<file path="config.mk">
export PLATFORM = sky130hd
export DESIGN_NAME = pulse_threshold_feature_extractor
export DESIGN_NICKNAME = d
export VERILOG_FILES = /design/src/hdl/ptfe_pkg.sv /design/src/hdl/ptfe_front.sv /design/src/hdl/ptfe_queue.sv /design/src/hdl/ptfe_back.sv /design/src/hdl/pulse_threshold_feature_extractor.sv
export VERILOG_INCLUDE_DIRS = /design/src /design/src/hdl
export SDC_FILE = /design/constraint.sdc
export NUM_CORES = 2
export LEC_CHECK = 0
export ABC_CLOCK_PERIOD_IN_PS = 14210
export CAP_MARGIN = 20
export CORE_UTILIZATION = 45
export DETAILED_ROUTE_END_ITERATION = 7
export DONT_BUFFER_PORTS = 1
export PLACE_DENSITY_LB_ADDON = 0.2
export SLEW_MARGIN = 20
export SYNTH_ARGS = -nofsm -noshare
export SYNTH_HDL_FRONTEND = slang
export SYNTH_SLANG_ARGS = --single-unit
</file>
<file path="constraint.sdc">
create_clock -name clk -period 14.21 [get_ports clk]
set_input_delay 2.1315 -clock clk [delete_from_list [all_inputs] [get_ports clk]]
set_output_delay 2.1315 -clock clk [all_outputs]
set_load 0.01 [all_outputs]
</file>
<file path="src/hdl/assert_macros.svh">
// Assertion macros shared by the RTL of the pulse threshold feature extractor.
// Included by the modules that carry concurrent checks; no other dependencies.
`ifndef ASSERT_MACROS_SVH
`define ASSERT_MACROS_SVH

// property must hold at every clock edge outside reset
`define ASSERT_ALWAYS(lbl, clk, rst, prop, msg) \
  lbl: assert property (@(posedge clk) disable iff (rst) (prop)) else $error(msg);

// condition must never be true outside reset
`define ASSERT_NEVER(lbl, clk, rst, cond, msg) \
  `ASSERT_ALWAYS(lbl, clk, rst, !(cond), msg)

`endif

</file>
<file path="src/hdl/ptfe_pkg.sv">
// Package of the pulse threshold feature extractor: request and result types,
// the per-waveform summary passed from front to back, fixed constants.
package ptfe_pkg;

  localparam int SAMPLE_W   = 16;
  localparam int BIN_W      = 16;
  localparam int CHARGE_W   = 26;
  localparam int TIME_W     = 19;
  localparam int FRAC_W     = 8;
  localparam int QUEUE_DEPTH = 2;

  localparam logic [CHARGE_W-1:0] CHARGE_MAX = '1;
  localparam logic [TIME_W-1:0]   TIME_MAX   = '1;
  localparam logic [TIME_W-1:0]   TIME_HALF  = TIME_W'(128);

  typedef struct packed {
    logic [SAMPLE_W-1:0] sample_left;
    logic [SAMPLE_W-1:0] sample_right;
    logic                last_sample;
  } sample_req_t;

  typedef struct packed {
    logic [TIME_W-1:0]   time_left;
    logic [CHARGE_W-1:0] charge_left;
    logic [SAMPLE_W-1:0] peak_left;
    logic                found_left;
    logic [TIME_W-1:0]   time_right;
    logic [CHARGE_W-1:0] charge_right;
    logic [SAMPLE_W-1:0] peak_right;
    logic                found_right;
  } result_t;

  // one side of a finished waveform
  typedef struct packed {
    logic                found;
    logic [BIN_W-1:0]    cross_bin;
    logic [SAMPLE_W-1:0] below;
    logic [SAMPLE_W-1:0] above;
    logic [CHARGE_W-1:0] charge;
    logic [SAMPLE_W-1:0] peak;
  } side_sum_t;

  typedef struct packed {
    logic [SAMPLE_W-1:0] threshold;
    side_sum_t [1:0]     side;
  } wave_sum_t;

  typedef struct packed {
    logic full;
    logic empty;
  } queue_status_t;

  typedef enum logic [1:0] {
    B_IDLE,
    B_DIV,
    B_FIN
  } back_state_t;

endpackage

</file>
<file path="src/hdl/ptfe_front.sv">
// Front end: threshold register, per-bin discrimination, peak and charge
// accumulation; pushes one waveform summary per last sample. Uses ptfe_pkg.
module ptfe_front import ptfe_pkg::*; #(
  parameter int MAX_BINS    = 1024,
  parameter int SAMPLE_BITS = 16
) (
  input  logic                clk,
  input  logic                rst,
  input  logic                cfg_we,
  input  logic [SAMPLE_W-1:0] cfg_data,
  input  logic                sample_valid,
  output logic                sample_stall,
  input  sample_req_t         sample_data,
  input  queue_status_t       q_status,
  output logic                push,
  output wave_sum_t           push_data
);

  localparam int CNT_W = $clog2(MAX_BINS + 1);
  localparam logic [SAMPLE_W-1:0] SAMPLE_MASK = (SAMPLE_BITS >= SAMPLE_W) ? '1 :
    SAMPLE_W'((32'd1 << SAMPLE_BITS) - 32'd1);

  typedef struct packed {
    logic [SAMPLE_W-1:0] prev;
    logic [CHARGE_W-1:0] charge;
    logic [SAMPLE_W-1:0] peak;
    logic                seen;
    logic [BIN_W-1:0]    cbin;
    logic [SAMPLE_W-1:0] below;
    logic [SAMPLE_W-1:0] above;
  } side_acc_t;

  function automatic side_acc_t take_sample(side_acc_t s, logic [SAMPLE_W-1:0] v,
                                            logic [SAMPLE_W-1:0] thr,
                                            logic [BIN_W-1:0] bin);
    side_acc_t r;
    logic [CHARGE_W:0] sum;
    r = s;
    sum = {1'b0, s.charge} + (CHARGE_W+1)'(v - thr);
    if (v > thr) begin
      if (!s.seen) begin
        r.seen  = 1'b1;
        r.cbin  = bin;
        r.below = s.prev;
        r.above = v;
      end
      r.charge = sum[CHARGE_W] ? CHARGE_MAX : sum[CHARGE_W-1:0];
    end
    if (v > s.peak) r.peak = v;
    r.prev = v;
    return r;
  endfunction

  logic [SAMPLE_W-1:0] threshold;
  logic [CNT_W-1:0]    bin_index;
  side_acc_t [1:0]     acc;
  side_acc_t [1:0]     acc_next;
  logic [SAMPLE_W-1:0] smp [2];
  logic                adv;
  logic                accept;

  assign sample_stall = q_status.full;
  assign accept       = sample_valid && !sample_stall;
  assign adv          = bin_index < CNT_W'(MAX_BINS);
  assign smp[0]       = sample_data.sample_left & SAMPLE_MASK;
  assign smp[1]       = sample_data.sample_right & SAMPLE_MASK;

  always_comb begin
    for (int k = 0; k < 2; k++) begin
      acc_next[k] = adv ? take_sample(acc[k], smp[k], threshold, BIN_W'(bin_index)) : acc[k];
    end
  end

  always_comb begin
    push = accept && sample_data.last_sample;
    push_data.threshold = threshold;
    for (int k = 0; k < 2; k++) begin
      push_data.side[k].found     = acc_next[k].seen;
      push_data.side[k].cross_bin = acc_next[k].cbin;
      push_data.side[k].below     = acc_next[k].below;
      push_data.side[k].above     = acc_next[k].above;
      push_data.side[k].charge    = acc_next[k].charge;
      push_data.side[k].peak      = acc_next[k].peak;
    end
  end

  always_ff @(posedge clk) begin
    if (rst) begin
      threshold <= '0;
    end else if (cfg_we) begin
      threshold <= cfg_data;
    end
  end

  always_ff @(posedge clk) begin
    if (rst) begin
      bin_index <= '0;
      acc       <= '0;
    end else if (accept) begin
      if (sample_data.last_sample) begin
        bin_index <= '0;
        acc       <= '0;
      end else begin
        acc <= acc_next;
        if (adv) bin_index <= bin_index + CNT_W'(1);
      end
    end
  end

endmodule

</file>
<file path="src/hdl/ptfe_queue.sv">
// Short queue of waveform summaries between front and back end.
// Uses ptfe_pkg types and assert_macros.svh.
module ptfe_queue import ptfe_pkg::*; (
  input  logic          clk,
  input  logic          rst,
  input  logic          push,
  input  wave_sum_t     push_data,
  input  logic          pop,
  output wave_sum_t     head,
  output queue_status_t status
);

  `include "assert_macros.svh"

  localparam int PTR_W = $clog2(QUEUE_DEPTH);
  localparam int CNT_W = $clog2(QUEUE_DEPTH + 1);

  wave_sum_t        entry [QUEUE_DEPTH];
  logic [PTR_W-1:0] wr_ptr;
  logic [PTR_W-1:0] rd_ptr;
  logic [CNT_W-1:0] count;
  logic             do_push;
  logic             do_pop;

  assign status.full  = count == CNT_W'(QUEUE_DEPTH);
  assign status.empty = count == '0;
  assign do_push      = push && !status.full;
  assign do_pop       = pop && !status.empty;
  assign head         = entry[rd_ptr];

  always_ff @(posedge clk) begin
    if (do_push) entry[wr_ptr] <= push_data;
  end

  always_ff @(posedge clk) begin
    if (rst) begin
      wr_ptr <= '0;
      rd_ptr <= '0;
      count  <= '0;
    end else begin
      if (do_push) begin
        wr_ptr <= (wr_ptr == PTR_W'(QUEUE_DEPTH - 1)) ? '0 : wr_ptr + PTR_W'(1);
      end
      if (do_pop) begin
        rd_ptr <= (rd_ptr == PTR_W'(QUEUE_DEPTH - 1)) ? '0 : rd_ptr + PTR_W'(1);
      end
      count <= count + CNT_W'(do_push) - CNT_W'(do_pop);
    end
  end

  `ASSERT_NEVER(a_no_push_full, clk, rst, push && status.full, "summary pushed into full queue")
  `ASSERT_NEVER(a_count_range, clk, rst, count > CNT_W'(QUEUE_DEPTH), "queue count out of range")

endmodule

</file>
<file path="src/hdl/ptfe_back.sv">
// Back end: per waveform, an 8-step restoring division per side for the
// crossing fraction, time assembly and the result register. Uses ptfe_pkg.
module ptfe_back import ptfe_pkg::*; (
  input  logic          clk,
  input  logic          rst,
  input  wave_sum_t     head,
  input  queue_status_t q_status,
  output logic          pop,
  output logic          result_valid,
  input  logic          result_stall,
  output result_t       result_data
);

  `include "assert_macros.svh"

  localparam int STEP_W = $clog2(FRAC_W);
  localparam int T_W    = BIN_W + FRAC_W + 1;

  back_state_t         state;
  back_state_t         state_next;
  logic [STEP_W-1:0]   step;
  logic                load_out;
  wave_sum_t           wave;
  logic [SAMPLE_W-1:0] rem [2];
  logic [SAMPLE_W-1:0] den [2];
  logic [FRAC_W-1:0]   quo [2];
  logic                div_en [2];
  logic [SAMPLE_W-1:0] den_in [2];
  logic [SAMPLE_W-1:0] num_in [2];
  logic [SAMPLE_W:0]   rem_sh [2];
  logic [TIME_W-1:0]   time_out [2];
  logic [T_W-1:0]      t_full [2];

  always_comb begin
    state_next = state;
    case (state)
      B_IDLE:  if (!q_status.empty) state_next = B_DIV;
      B_DIV:   if (step == STEP_W'(FRAC_W - 1)) state_next = B_FIN;
      B_FIN:   if (!result_valid || !result_stall) state_next = B_IDLE;
      default: state_next = B_IDLE;
    endcase
  end

  always_comb begin
    pop      = 1'b0;
    load_out = 1'b0;
    case (state)
      B_IDLE:  pop = !q_status.empty;
      B_FIN:   load_out = !result_valid || !result_stall;
      default: ;
    endcase
  end

  always_comb begin
    for (int k = 0; k < 2; k++) begin
      den_in[k] = (head.side[k].above > head.side[k].below) ?
                  head.side[k].above - head.side[k].below : '0;
      num_in[k] = (head.threshold > head.side[k].below) ?
                  head.threshold - head.side[k].below : '0;
      if (num_in[k] >= den_in[k]) num_in[k] = den_in[k] - SAMPLE_W'(1);
      rem_sh[k] = {rem[k], 1'b0};
      t_full[k] = T_W'({wave.side[k].cross_bin - BIN_W'(1), {FRAC_W{1'b0}}})
                + T_W'(TIME_HALF) + T_W'(div_en[k] ? quo[k] : '0);
      if (!wave.side[k].found) begin
        time_out[k] = '0;
      end else if (wave.side[k].cross_bin == '0) begin
        time_out[k] = TIME_HALF;
      end else if (t_full[k] > T_W'(TIME_MAX)) begin
        time_out[k] = TIME_MAX;
      end else begin
        time_out[k] = t_full[k][TIME_W-1:0];
      end
    end
  end

  always_ff @(posedge clk) begin
    if (rst) begin
      state <= B_IDLE;
      step  <= '0;
    end else begin
      state <= state_next;
      if (pop) step <= '0;
      else if (state == B_DIV) step <= step + STEP_W'(1);
    end
  end

  always_ff @(posedge clk) begin
    for (int k = 0; k < 2; k++) begin
      if (pop) begin
        rem[k]    <= num_in[k];
        den[k]    <= den_in[k];
        div_en[k] <= head.side[k].above > head.side[k].below;
        quo[k]    <= '0;
      end else if (state == B_DIV) begin
        if (rem_sh[k] >= {1'b0, den[k]}) begin
          rem[k] <= SAMPLE_W'(rem_sh[k] - {1'b0, den[k]});
          quo[k] <= {quo[k][FRAC_W-2:0], 1'b1};
        end else begin
          rem[k] <= rem_sh[k][SAMPLE_W-1:0];
          quo[k] <= {quo[k][FRAC_W-2:0], 1'b0};
        end
      end
    end
    if (pop) wave <= head;
  end

  always_ff @(posedge clk) begin
    if (rst) begin
      result_valid <= 1'b0;
    end else if (load_out) begin
      result_valid <= 1'b1;
    end else if (!result_stall) begin
      result_valid <= 1'b0;
    end
  end

  always_ff @(posedge clk) begin
    if (load_out) begin
      result_data.time_left    <= time_out[0];
      result_data.charge_left  <= wave.side[0].charge;
      result_data.peak_left    <= wave.side[0].peak;
      result_data.found_left   <= wave.side[0].found;
      result_data.time_right   <= time_out[1];
      result_data.charge_right <= wave.side[1].charge;
      result_data.peak_right   <= wave.side[1].peak;
      result_data.found_right  <= wave.side[1].found;
    end
  end

  `ASSERT_ALWAYS(a_rem_below_den, clk, rst,
    state == B_DIV && div_en[0] |-> rem[0] < den[0], "division remainder not below divisor")
  `ASSERT_ALWAYS(a_no_cross_empty, clk, rst,
    result_valid && !result_data.found_left |->
      result_data.time_left == '0 && result_data.charge_left == '0,
    "no crossing but time or charge set")
  `ASSERT_ALWAYS(a_found_time, clk, rst,
    result_valid && result_data.found_right |-> result_data.time_right >= TIME_HALF,
    "crossing time below half bin")

endmodule

</file>
<file path="src/hdl/pulse_threshold_feature_extractor.sv">
// Top level of the pulse threshold feature extractor: front end, summary queue
// and back end. Depends on ptfe_pkg, ptfe_front, ptfe_queue and ptfe_back.
//
//   channel   direction  handshake                 payload
//   sample    in         sample_valid/sample_stall sample_req_t (one bin, both sides)
//   result    out        result_valid/result_stall result_t (one per waveform)
//   config    in         cfg_we                    cfg_data (threshold)
//
// One sample pair is taken per cycle; only a full summary queue stalls the input.
// Per waveform the back end pops the queue, runs 8 fraction steps of the divider
// and loads the result before its next pop; faster waveforms fill the 2-entry queue.
// Reset is synchronous; it clears threshold, accumulators, queue pointers, back-end control.
// The result register holds under result_stall while the next division runs.
module pulse_threshold_feature_extractor import ptfe_pkg::*; #(
  parameter int MAX_BINS    = 1024,
  parameter int SAMPLE_BITS = 16
) (
  input  logic                clk,
  input  logic                rst,
  input  logic                cfg_we,
  input  logic [SAMPLE_W-1:0] cfg_data,
  input  logic                sample_valid,
  output logic                sample_stall,
  input  sample_req_t         sample_data,
  output logic                result_valid,
  input  logic                result_stall,
  output result_t             result_data
);

  logic          push;
  logic          pop;
  wave_sum_t     push_data;
  wave_sum_t     head;
  queue_status_t q_status;

  ptfe_front #(
    .MAX_BINS    (MAX_BINS),
    .SAMPLE_BITS (SAMPLE_BITS)
  ) u_front (
    .clk          (clk),
    .rst          (rst),
    .cfg_we       (cfg_we),
    .cfg_data     (cfg_data),
    .sample_valid (sample_valid),
    .sample_stall (sample_stall),
    .sample_data  (sample_data),
    .q_status     (q_status),
    .push         (push),
    .push_data    (push_data)
  );

  ptfe_queue u_queue (
    .clk       (clk),
    .rst       (rst),
    .push      (push),
    .push_data (push_data),
    .pop       (pop),
    .head      (head),
    .status    (q_status)
  );

  ptfe_back u_back (
    .clk          (clk),
    .rst          (rst),
    .head         (head),
    .q_status     (q_status),
    .pop          (pop),
    .result_valid (result_valid),
    .result_stall (result_stall),
    .result_data  (result_data)
  );

endmodule
</file>
==> impl_metrics.yaml <==
status:
  status: "finished, final reports clean"
synthesis:
  yosysWarnings: 0
  post_synth_inst_count: 4133
  synth.area.top_cells: "sky130_fd_sc_hd__edfxtp_1 45%, sky130_fd_sc_hd__dfxtp_1 10%, sky130_fd_sc_hd__ha_1 6.7%, sky130_fd_sc_hd__mux2_2 6.0%, sky130_fd_sc_hd__a22o_1 2.4%"
  net_count_synth: 4456
  post_synth_xor_area_fraction: 0.0355
  post-synth-top-area-fraction: 0.447
  syn_area_um2: 48300
  synth_enable_flop_cells: 720
  ys_seq_elements: 972
  synth_compound_area_frac: 0.135
  synth-simple-area-share: 0.103
  synth_adder_area_share: 0.0712
  async_flop_share: 0
  yosys-mux-area-fraction: 0.0754
  yosys.area.top_type: "sky130_fd_sc_hd__edfxtp_1"
  synth.avg_cell_area_um2: 11.7
  synth-main-ff-cell: "sky130_fd_sc_hd__edfxtp_1"
  synth_top_family_by_area: "compound AO/OA/AOI/OAI gates"
  portion_of_the_post_synthesis_area_used_by_sequential_elements: 0.552
  synthDistinctLibCells: 91
floorplanning:
  num_io_pins: 180
  floorplan.rows: 119
  die-height_um: 330
  core_region_area_um2: 106000
  initial_core_util: 0.456
  fp.dieW_um: 330
  design.die.area_um2: 109000
route:
  post-route-drc-count: 0
  antenna_left: 0
  drt-pass1-iter-count: 7
  vias: 31600
  wl_per_cell_um: 21.2
  drt-total-wl_um: 119000
  drt_first_iter_violations: 2001
  route.detailed.vias_per_inst: 5.64
worst_setup_path:
  end_kind: "flip-flop"
  worst-r2r-cell-count: 20
  worst-path-max-fanout: 142
  worst_setup_path_endpoint: "u_back.rem[1][14]"
  regToRegEndpoint: "u_back.rem[1][14]"
  critPathRequiredTime_ps: 14720
  timing.critical_path.cells: "buf_12, buf_4, mux2_2, ha_1, o211ai_1, o21a_1, a2111oi_0, nor2_1, a221oi_2, nand2_1, clkinv_1, nand2_1, ha_1, a2111oi_0, o21ai_0, a21oi_1, buf_4, nand2_1, o32a_1, o221ai_1"
  cp_slowest_stage_delay_ps: 800
  critPathSlowestCell: "sky130_fd_sc_hd__buf_4"
  worst_setup_path_start_kind: "flip-flop"
  r2r_slack_ps: 6770
  critical_path_arrival_ps: 7950
  critPathMostFrequentCell: "sky130_fd_sc_hd__nand2_1"
  setup.worst_path.class: "reg2reg"
sta:
  period_share: 0.524
  finClkSkew_ps: 20.6
  hold_viol_final: 0
  report.final.slew_viol_count: 0
  grt_setup_unrepaired: "false"
  worst_max_slew_margin_expressed_relative_to_the_limit: 0.286
  finalHoldWorstSlack_ps: 412
  fin_crit_ps: 7440
  fmax_mhz: 134
  worstMarginPinSlew_ps: 1070
  worst_slack_ps: 6770
  totalNegativeSetupSlack_ps: 0
  timing.final.setup_violations: 0
power:
  power.share.sequential: 0.336
  post-layout-total-power_mw: 11.7
  static-leakage-power_nw: 19.8
  peakVddDrop_mv: 0.161
  power.share.clock: 0.238
  combinational_group_share_of_total_power: 0.427
  powerDensity_nw_per_um2: 219
  netSwitchingFraction: 0.377
  netSwitchingPower_mw: 4.42
  cell_internal_pwr_mw: 7.30
global_routing:
  globalRouteTotalUtil: 0.216
  antenna_found_initial: 9
  globalRoute.totalOverflow: 0
  grt_first_pass_wirelength_um: 183000
  first_global_vias: 30800
  grt_max_degree: 149
clock_tree:
  cts.path.max_buffers: 3
  clock-root-buffer: "sky130_fd_sc_hd__clkbuf_16"
  clk-insertion-delay-late_ps: 690
  cts_inserted_buffers: 101
  cts.repair_timing.setup_buffer_count: 0
  postCtsHoldBufs: 0
  htreeDepth: 3
  clkSinkCount: 972
  cts.clk_slew.worst_paths_ps: 60
  number_of_resized_instances_in_the_post_cts_repair_step: 0
  tritoncts: "built"
placement:
  post_dp_cell_area_um2: 49900
  placement.setup.worst_slack_ps: 6320
  detailedPlacementHpwl_um: 82600
  dp.cells: 5398
  io_buffer_count: 0
  gp_congestion: 0.911
run:
  cap_viol_max_count: 0
layout:
  instances_no_fill: 5596
  drive_gt1_frac: 0.123
  nFillCells: 9290
  final_instance_area_um2: 53400
  final_util: 0.505
  relative_area_change_from_synthesis_to_final_layout_pct: 10.6
  nNetsFinal: 4433
min_path:
  hp-class: "reg2reg"
## critical path: cells and delay by family, from the launching register on
kind / cells / cell delay, ps
AO/OA/AOI/OAI: 9 / 2810
adder cells (fa/ha/maj): 2 / 720
buffers and inverters: 4 / 2000
flip-flops: 1 / 350
multiplexers: 1 / 440
AND/OR/NAND/NOR: 4 / 850
## Yosys cell counts, drive strengths merged (73+ instances only)
| cell | count |
|---|---|
| inv | 190 |
| xnor2 | 125 |
| nor2 | 310 |
| edfxtp | 720 |
| a21o | 73 |
| nand2 | 267 |
| clkbuf | 138 |
| ha | 259 |
| dfxtp | 252 |
| mux2 | 256 |
| mux2i | 76 |
| o21ai | 228 |
| a22o | 134 |
| a21oi | 218 |
## kinds of logic (layout without fill, tap and decap cells)
kind of cell / Yosys count / after routing
XOR/XNOR: 195 / 195
buffers and inverters: 363 / 429
AND/OR/NAND/NOR: 1028 / 1028
flip-flops: 972 / 972
other: 0 / 6
adder cells (fa/ha/maj): 269 / 269
multiplexers: 332 / 332
AO/OA/AOI/OAI: 974 / 974
## routing by layer
metal,up-vias,track usage,routed length (µm)
li1,15400,-,-
met1,15400,0.288,53900
met2,589,0.363,56600
met3,154,0.0404,5570
met4,6,0.0555,2520
met5,-,0,40
## state kept, by name, summed over array words and instances, names as in the netlist, 2 cells and up, named ones only
| name | flops |
|---|---|
| u_back.den | 32 |
| u_back.div_en | 2 |
| u_back.quo | 16 |
| u_back.rem | 32 |
| u_back.result_data | 124 |
| u_back.state | 2 |
| u_back.step | 3 |
| u_back.wave | 118 |
| u_front.acc | 214 |
| u_front.bin_index | 11 |
| u_front.threshold | 16 |
| u_queue.count | 2 |
| u_queue.entry | 396 |
## cell type report
class | instances | area [µm²] | share of cell area
Clock buffer | 141 | 2870 | 0.0538
Inverter | 192 | 721 | 0.0135
Multi-Input combinational cell | 2798 | 20400 | 0.382
Tap cell | 1391 | 1740 | 0.0326
Sequential cell | 972 | 26700 | 0.499
Timing Repair Buffer | 45 | 375 | 0.00702
Clock inverter | 51 | 638 | 0.0119
Antenna cell | 6 | 15.0 | 0.000281
## worst min path at each step
stage               cells past startpoint                      end             start  slack, ps
global route                            0  u_back.result_data[103]   u_back.wave[40]        410
global placement                        0   u_back.result_data[68]    u_back.wave[5]        400
floorplan                               0  u_back.result_data[100]   u_back.wave[37]        400
CTS                                     0   u_back.result_data[20]  u_back.wave[110]        420
finish                                  0  u_back.result_data[103]   u_back.wave[40]        410
detailed placement                      0   u_back.result_data[71]    u_back.wave[8]        400
## cells in the final DEF, fill, tap and decap left out, types with 134 or more instances in the layout
master,count
sky130_fd_sc_hd__nand2_1,267
sky130_fd_sc_hd__a21oi_1,212
sky130_fd_sc_hd__ha_1,259
sky130_fd_sc_hd__o21ai_0,220
sky130_fd_sc_hd__a22o_1,134
sky130_fd_sc_hd__edfxtp_1,720
sky130_fd_sc_hd__nor2_1,303
sky130_fd_sc_hd__inv_1,190
sky130_fd_sc_hd__dfxtp_1,251
sky130_fd_sc_hd__mux2_2,256
## power groups by stage
stage / Clock, mW / Sequential (mW) / Combinational, mW
2_1_floorplan: 0 / 3.99 / 3.73
3_3_place_gp: 0 / 3.98 / 4.96
3_5_place_dp: 0 / 3.99 / 4.97
4_1_cts: 2.85 / 3.93 / 5.01
5_1_grt: 2.96 / 3.97 / 5.54
6_report: 2.78 / 3.93 / 5.00
Note: power is estimated with default switching activity, not from simulation.
